===== src/hw/rtl/tpsq_pkg.sv =====
package tpsq_pkg;

  // pool geometry
  localparam int PoolSize = 512;
  localparam int AddrW    = $clog2(PoolSize);
  localparam int StepW    = $clog2(PoolSize + 1);

  // request and result field widths
  localparam int OpW    = 2;
  localparam int IdxW   = 9;
  localparam int TimeW  = 32;
  localparam int DestW  = 8;
  localparam int TagW   = 32;

  localparam logic [TimeW-1:0] AllOnes = '1;

  localparam logic FlagUnused = 1'b0;
  localparam logic FlagUsed   = 1'b1;

  localparam logic StatusOk   = 1'b0;
  localparam logic StatusFull = 1'b1;

  typedef enum logic [OpW-1:0] {
    OpAlloc   = 2'd0,
    OpFree    = 2'd1,
    OpSetData = 2'd2,
    OpSetTime = 2'd3
  } tpsq_op_e;

  // controller to datapath
  typedef struct packed {
    logic capture;
    logic clear_step;
    logic start;
    logic alloc_chk;
    logic walk_chk;
    logic link_prev;
    logic link_self;
    logic load_out;
  } tpsq_cmd_t;

  // datapath to controller
  typedef struct packed {
    logic scan_last;
    logic op_alloc;
    logic op_settime;
    logic flag_free;
    logic walk_go;
    logic has_prev;
    logic out_free;
  } tpsq_stat_t;

endpackage


===== src/hw/rtl/tpsq_ctrl.sv =====
module tpsq_ctrl (
  input  logic                 clk_i,
  input  logic                 rst_ni,
  input  logic                 in_valid_i,
  output logic                 in_ready_o,
  input  tpsq_pkg::tpsq_stat_t stat_i,
  output tpsq_pkg::tpsq_cmd_t  cmd_o
);

  localparam logic [3:0] StClear     = 4'd0;
  localparam logic [3:0] StIdle      = 4'd1;
  localparam logic [3:0] StDecode    = 4'd2;
  localparam logic [3:0] StAllocRd   = 4'd3;
  localparam logic [3:0] StAllocChk  = 4'd4;
  localparam logic [3:0] StWalkRd    = 4'd5;
  localparam logic [3:0] StWalkCmp   = 4'd6;
  localparam logic [3:0] StLinkPrev  = 4'd7;
  localparam logic [3:0] StLinkSelf  = 4'd8;
  localparam logic [3:0] StDone      = 4'd9;

  logic [3:0] state_q, state_d;

  always_comb begin
    state_d    = state_q;
    cmd_o      = '0;
    in_ready_o = 1'b0;
    case (state_q)
      StClear: begin
        cmd_o.clear_step = 1'b1;
        if (stat_i.scan_last) begin
          state_d = StIdle;
        end
      end
      StIdle: begin
        in_ready_o = 1'b1;
        if (in_valid_i) begin
          cmd_o.capture = 1'b1;
          state_d       = StDecode;
        end
      end
      StDecode: begin
        cmd_o.start = 1'b1;
        if (stat_i.op_alloc) begin
          state_d = StAllocRd;
        end else if (stat_i.op_settime) begin
          state_d = StWalkRd;
        end else begin
          state_d = StDone;
        end
      end
      StAllocRd: begin
        state_d = StAllocChk;
      end
      StAllocChk: begin
        cmd_o.alloc_chk = 1'b1;
        if (stat_i.flag_free || stat_i.scan_last) begin
          state_d = StDone;
        end else begin
          state_d = StAllocRd;
        end
      end
      StWalkRd: begin
        state_d = StWalkCmp;
      end
      StWalkCmp: begin
        cmd_o.walk_chk = 1'b1;
        if (stat_i.walk_go) begin
          state_d = StWalkRd;
        end else if (stat_i.has_prev) begin
          state_d = StLinkPrev;
        end else begin
          state_d = StLinkSelf;
        end
      end
      StLinkPrev: begin
        cmd_o.link_prev = 1'b1;
        state_d         = StLinkSelf;
      end
      StLinkSelf: begin
        cmd_o.link_self = 1'b1;
        state_d         = StDone;
      end
      StDone: begin
        if (stat_i.out_free) begin
          cmd_o.load_out = 1'b1;
          state_d        = StIdle;
        end
      end
      default: begin
        state_d = StIdle;
      end
    endcase
  end

  always_ff @(posedge clk_i or negedge rst_ni) begin
    if (!rst_ni) begin
      state_q <= StClear;
    end else begin
      state_q <= state_d;
    end
  end

endmodule


===== config.mk =====
export PLATFORM = sky130hd
export DESIGN_NAME = tpsq_ctrl
export DESIGN_NICKNAME = d
export VERILOG_FILES = /design/src/hw/rtl/tpsq_pkg.sv /design/src/hw/rtl/tpsq_ctrl.sv
export SDC_FILE = /design/constraint.sdc
export NUM_CORES = 1
export LEC_CHECK = 0
export CORE_AREA = 4 4 41 43
export CTS_CLUSTER_DIAMETER = 40
export DETAILED_ROUTE_END_ITERATION = 8
export DIE_AREA = 0 0 45 47
export DONT_BUFFER_PORTS = 1
export HOLD_SLACK_MARGIN = 0.02
export PLACE_DENSITY_LB_ADDON = 0.1
export SYNTH_ARGS = -nofsm -noshare
export SYNTH_HDL_FRONTEND = slang
export SYNTH_SLANG_ARGS = --single-unit

===== constraint.sdc =====
create_clock -name clk_i -period 1.5 [get_ports clk_i]
set_clock_uncertainty 0.1 [all_clocks]
set_input_delay 0.075 -clock clk_i [delete_from_list [all_inputs] [get_ports clk_i]]
set_output_delay 0.075 -clock clk_i [all_outputs]
set_load 0.02 [all_outputs]

==> metrics.yaml <==
clock_latency_ns: 0.24
gr-usage-met3: 0.0575
drt-total-wl_mm: 1.21
slew_viol_final: 0
synth_async_sr_flop_share: 1.00
core.rowCount: 13
number_of_flip_flops_under_the_largest_register_name: 4
detail_route.drc_violations: 0
yosys_most_used_dff: "sky130_fd_sc_hd__dfrtp_1"
finalCritPeriodShare: 0.985
clockRootBuffer: "sky130_fd_sc_hd__clkbuf_4"
grt_max_degree: 10
tmin_final_ns: 1.48
post_route_cells_drive_above_1_share: 0.406
number_of_warnings_reported_in_the_yosys_synthesis_log: 0
initial_core_util: 0.298
clkTransAtPathRegs_ns: 0.04
run_status: "finished clean"
area_of_all_placed_cells_without_fillers_um2: 607
critical_path_endpoint_category: "output pin"
antenna_cells: 0
grt_util_all_layers: 0.146
syn_inst: 50
die_w_um: 45
synth-edff-count: 0
maxClockFrequency_ghz: 0.677
grt_setup_unrepaired: "yes"
globalRoute.totalOverflow: 0
post-route-worst-setup-slack_ns: 0.0227
postRouteAntennaNets: 0
placement.io_buffers: 0
core_area_um2: 1300
first_global_vias: 515
synth_largest_type_area_fraction: 0.258
dp.final_hpwl_um: 887
totalPowerFinal_mw: 1.12
post_layout_util: 0.466
num_vias: 476
cts_max_path_buffers: 2
drt_initial_violations: 11
worstPathRequired_ns: 1.32
synth_area_leader_cell: "sky130_fd_sc_hd__dfrtp_1"
finalNetCount: 81
worst_setup_path_start_kind: "register"
cap_violations: 0
yosysUniqueCellTypes: 25
pwr_density_cell_nw_per_um2: 1840
synth_sequential_area_ratio: 0.258
biggestRegsByFlops: "state_q x4"
top_register: "state_q"
place.gp.congestion: 0.783
grt_use_met2: 0.246
timing.max_slew.rel_slack: 0.732
clkSinkCount: 4
hold_viol_final: 0
timing_worst_setup_path_type: "reg -> out"
tritoncts_clock_tree: "built"
vdd.ir_drop.worst_v: 0.000758
dieHeight_um: 47
ys_top_cells_by_area: "sky130_fd_sc_hd__dfrtp_1 26%, sky130_fd_sc_hd__nor2_1 6.8%, sky130_fd_sc_hd__buf_6 5.8%"
cts_buffers: 3
met1_capacity_usage_during_global_routing: 0.175
area_growth_pct: 56.5
setup_viol_count_final: 0
grt_first_pass_wirelength_mm: 2.25
flop_and_latch_count_out_of_synthesis: 4
floorplan_die_area_um2: 2120
max_slew.worst_pin.slew_ns: 0.400
hold_path_class: "in -> reg"
grt_antenna_before_repair: 0
drt-vias-per-instance: 5.67
syn-cell-area_um2: 388
postSynthNetCount: 60
number_of_filler_cells_placed_in_the_layout: 137
ioPinCount: 19
grt_most_used_layer: "met2"
placed_cell_area_um2: 469
syn_area_per_cell_um2: 7.76
finalSetupTns_ns: 0
dp_worst_setup_slack_ns: 0.0960
drt-pass1-iter-count: 4
cts-htree-levels: 1
critPathArrivalTime_ns: 1.30
p_leak_nw: 0.249
drt-wirelength-per-cell_um: 14.5
path_max_fanout: 7
## power breakdown
group | switching (mW) | total [mW] | internal [mW]
Combinational | 0.395 | 0.745 | 0.349
Sequential | 0.0771 | 0.237 | 0.160
Clock | 0.0443 | 0.134 | 0.0895
## worst paths after layout
| check | slack (ns) | cells after the start | endpoint | start |
|---|---|---|---|---|
| worst max-delay path | 0.02 | 4 | cmd_o[0] | state_q[0] |
| worst min-delay path | 0.03 | 3 | state_q[3] | stat_i[5] |
| worst max register to register | 0.04 | 5 | state_q[0] | state_q[0] |
| worst min register to register | 0.49 | 1 | state_q[3] | state_q[3] |
| max in group asynchronous | 0.58 | 2 | state_q[0] | rst_ni |
| min in group asynchronous | 0.54 | 2 | state_q[3] | rst_ni |
## cells in the final DEF, fill, tap and decap left out
cell type / count
sky130_fd_sc_hd__buf_4: 12
sky130_fd_sc_hd__nor2_1: 7
sky130_fd_sc_hd__dlygate4sd3_1: 7
sky130_fd_sc_hd__nor3_2: 4
sky130_fd_sc_hd__nand2_1: 4
sky130_fd_sc_hd__inv_1: 3
sky130_fd_sc_hd__a21oi_1: 3
sky130_fd_sc_hd__clkbuf_4: 3
sky130_fd_sc_hd__dfrtp_2: 3
sky130_fd_sc_hd__nand2b_1: 2
sky130_fd_sc_hd__a31oi_1: 2
sky130_fd_sc_hd__o21ai_1: 2
sky130_fd_sc_hd__o311ai_1: 2
sky130_fd_sc_hd__nand2b_4: 1
sky130_fd_sc_hd__and2b_2: 1
sky130_fd_sc_hd__nor3b_2: 1
sky130_fd_sc_hd__and3_4: 1
sky130_fd_sc_hd__nor4_4: 1
sky130_fd_sc_hd__a32oi_1: 1
sky130_fd_sc_hd__nor3b_1: 1
sky130_fd_sc_hd__o21bai_1: 1
sky130_fd_sc_hd__o32ai_1: 1
sky130_fd_sc_hd__a211oi_1: 1
sky130_fd_sc_hd__or4_1: 1
sky130_fd_sc_hd__o31a_1: 1
sky130_fd_sc_hd__nor2b_1: 1
sky130_fd_sc_hd__buf_6: 1
sky130_fd_sc_hd__dfrtp_1: 1
## worst max-delay path: stages (launching register included)
cell	delay (ns)
sky130_fd_sc_hd__dfrtp_2	0.43
sky130_fd_sc_hd__and2b_2	0.22
sky130_fd_sc_hd__buf_6	0.12
sky130_fd_sc_hd__nor3b_2	0.14
sky130_fd_sc_hd__buf_4	0.15
## layer usage
metal  routed length (um)  vias up  part of all wire
li1                     -      221                 -
met1                  518      221              0.43
met2                  564       30              0.46
met3                  113        4             0.093
met4                   19        0             0.016
met5                    0        -                 0
## logic make-up after synthesis
family | after synthesis | synth area share
buf+inv | 7 | 0.113
simple gates | 25 | 0.381
flops | 4 | 0.258
compound gates | 14 | 0.248
## cells in the mapped netlist, types with 2 or more instances
cell and n:
sky130_fd_sc_hd__nor2_1 7, sky130_fd_sc_hd__dfrtp_1 4, sky130_fd_sc_hd__nand2_1 4, sky130_fd_sc_hd__a21oi_1 3, sky130_fd_sc_hd__inv_1 3, sky130_fd_sc_hd__a31oi_1 2, sky130_fd_sc_hd__buf_2 2, sky130_fd_sc_hd__buf_6 2
sky130_fd_sc_hd__nand2b_1 2, sky130_fd_sc_hd__nor3_1 2, sky130_fd_sc_hd__nor3_2 2, sky130_fd_sc_hd__nor3b_1 2, sky130_fd_sc_hd__o21ai_1 2, sky130_fd_sc_hd__o311ai_1 2
## final cells by class
type / instances / area, um^2 / area share
timing repair buffer: 20 / 171 / 0.282
tap: 15 / 18.8 / 0.0309
multi-input combinational: 39 / 279 / 0.460
sequential: 4 / 104 / 0.171
inverter: 3 / 11.3 / 0.0186
clock buffer: 3 / 22.5 / 0.0371
## stage by stage
stage / hold WS (ns) / std cells
global route: 0.0407 / 84
CTS: 0.0212 / 84
global placement: -0.320 / 73
floorplan: -0.321 / 50
detailed placement: -0.320 / 73
finish: 0.0255 / 84
## repair_timing
item	CTS	global route
gates resized for setup	3	7
hold buffers	7	0
setup endpoints to repair	2	10
pin swaps	0	0
buffers inserted	1	0
hold endpoints to repair	6	0
No activity file was read; power rests on OpenSTA's default activity.
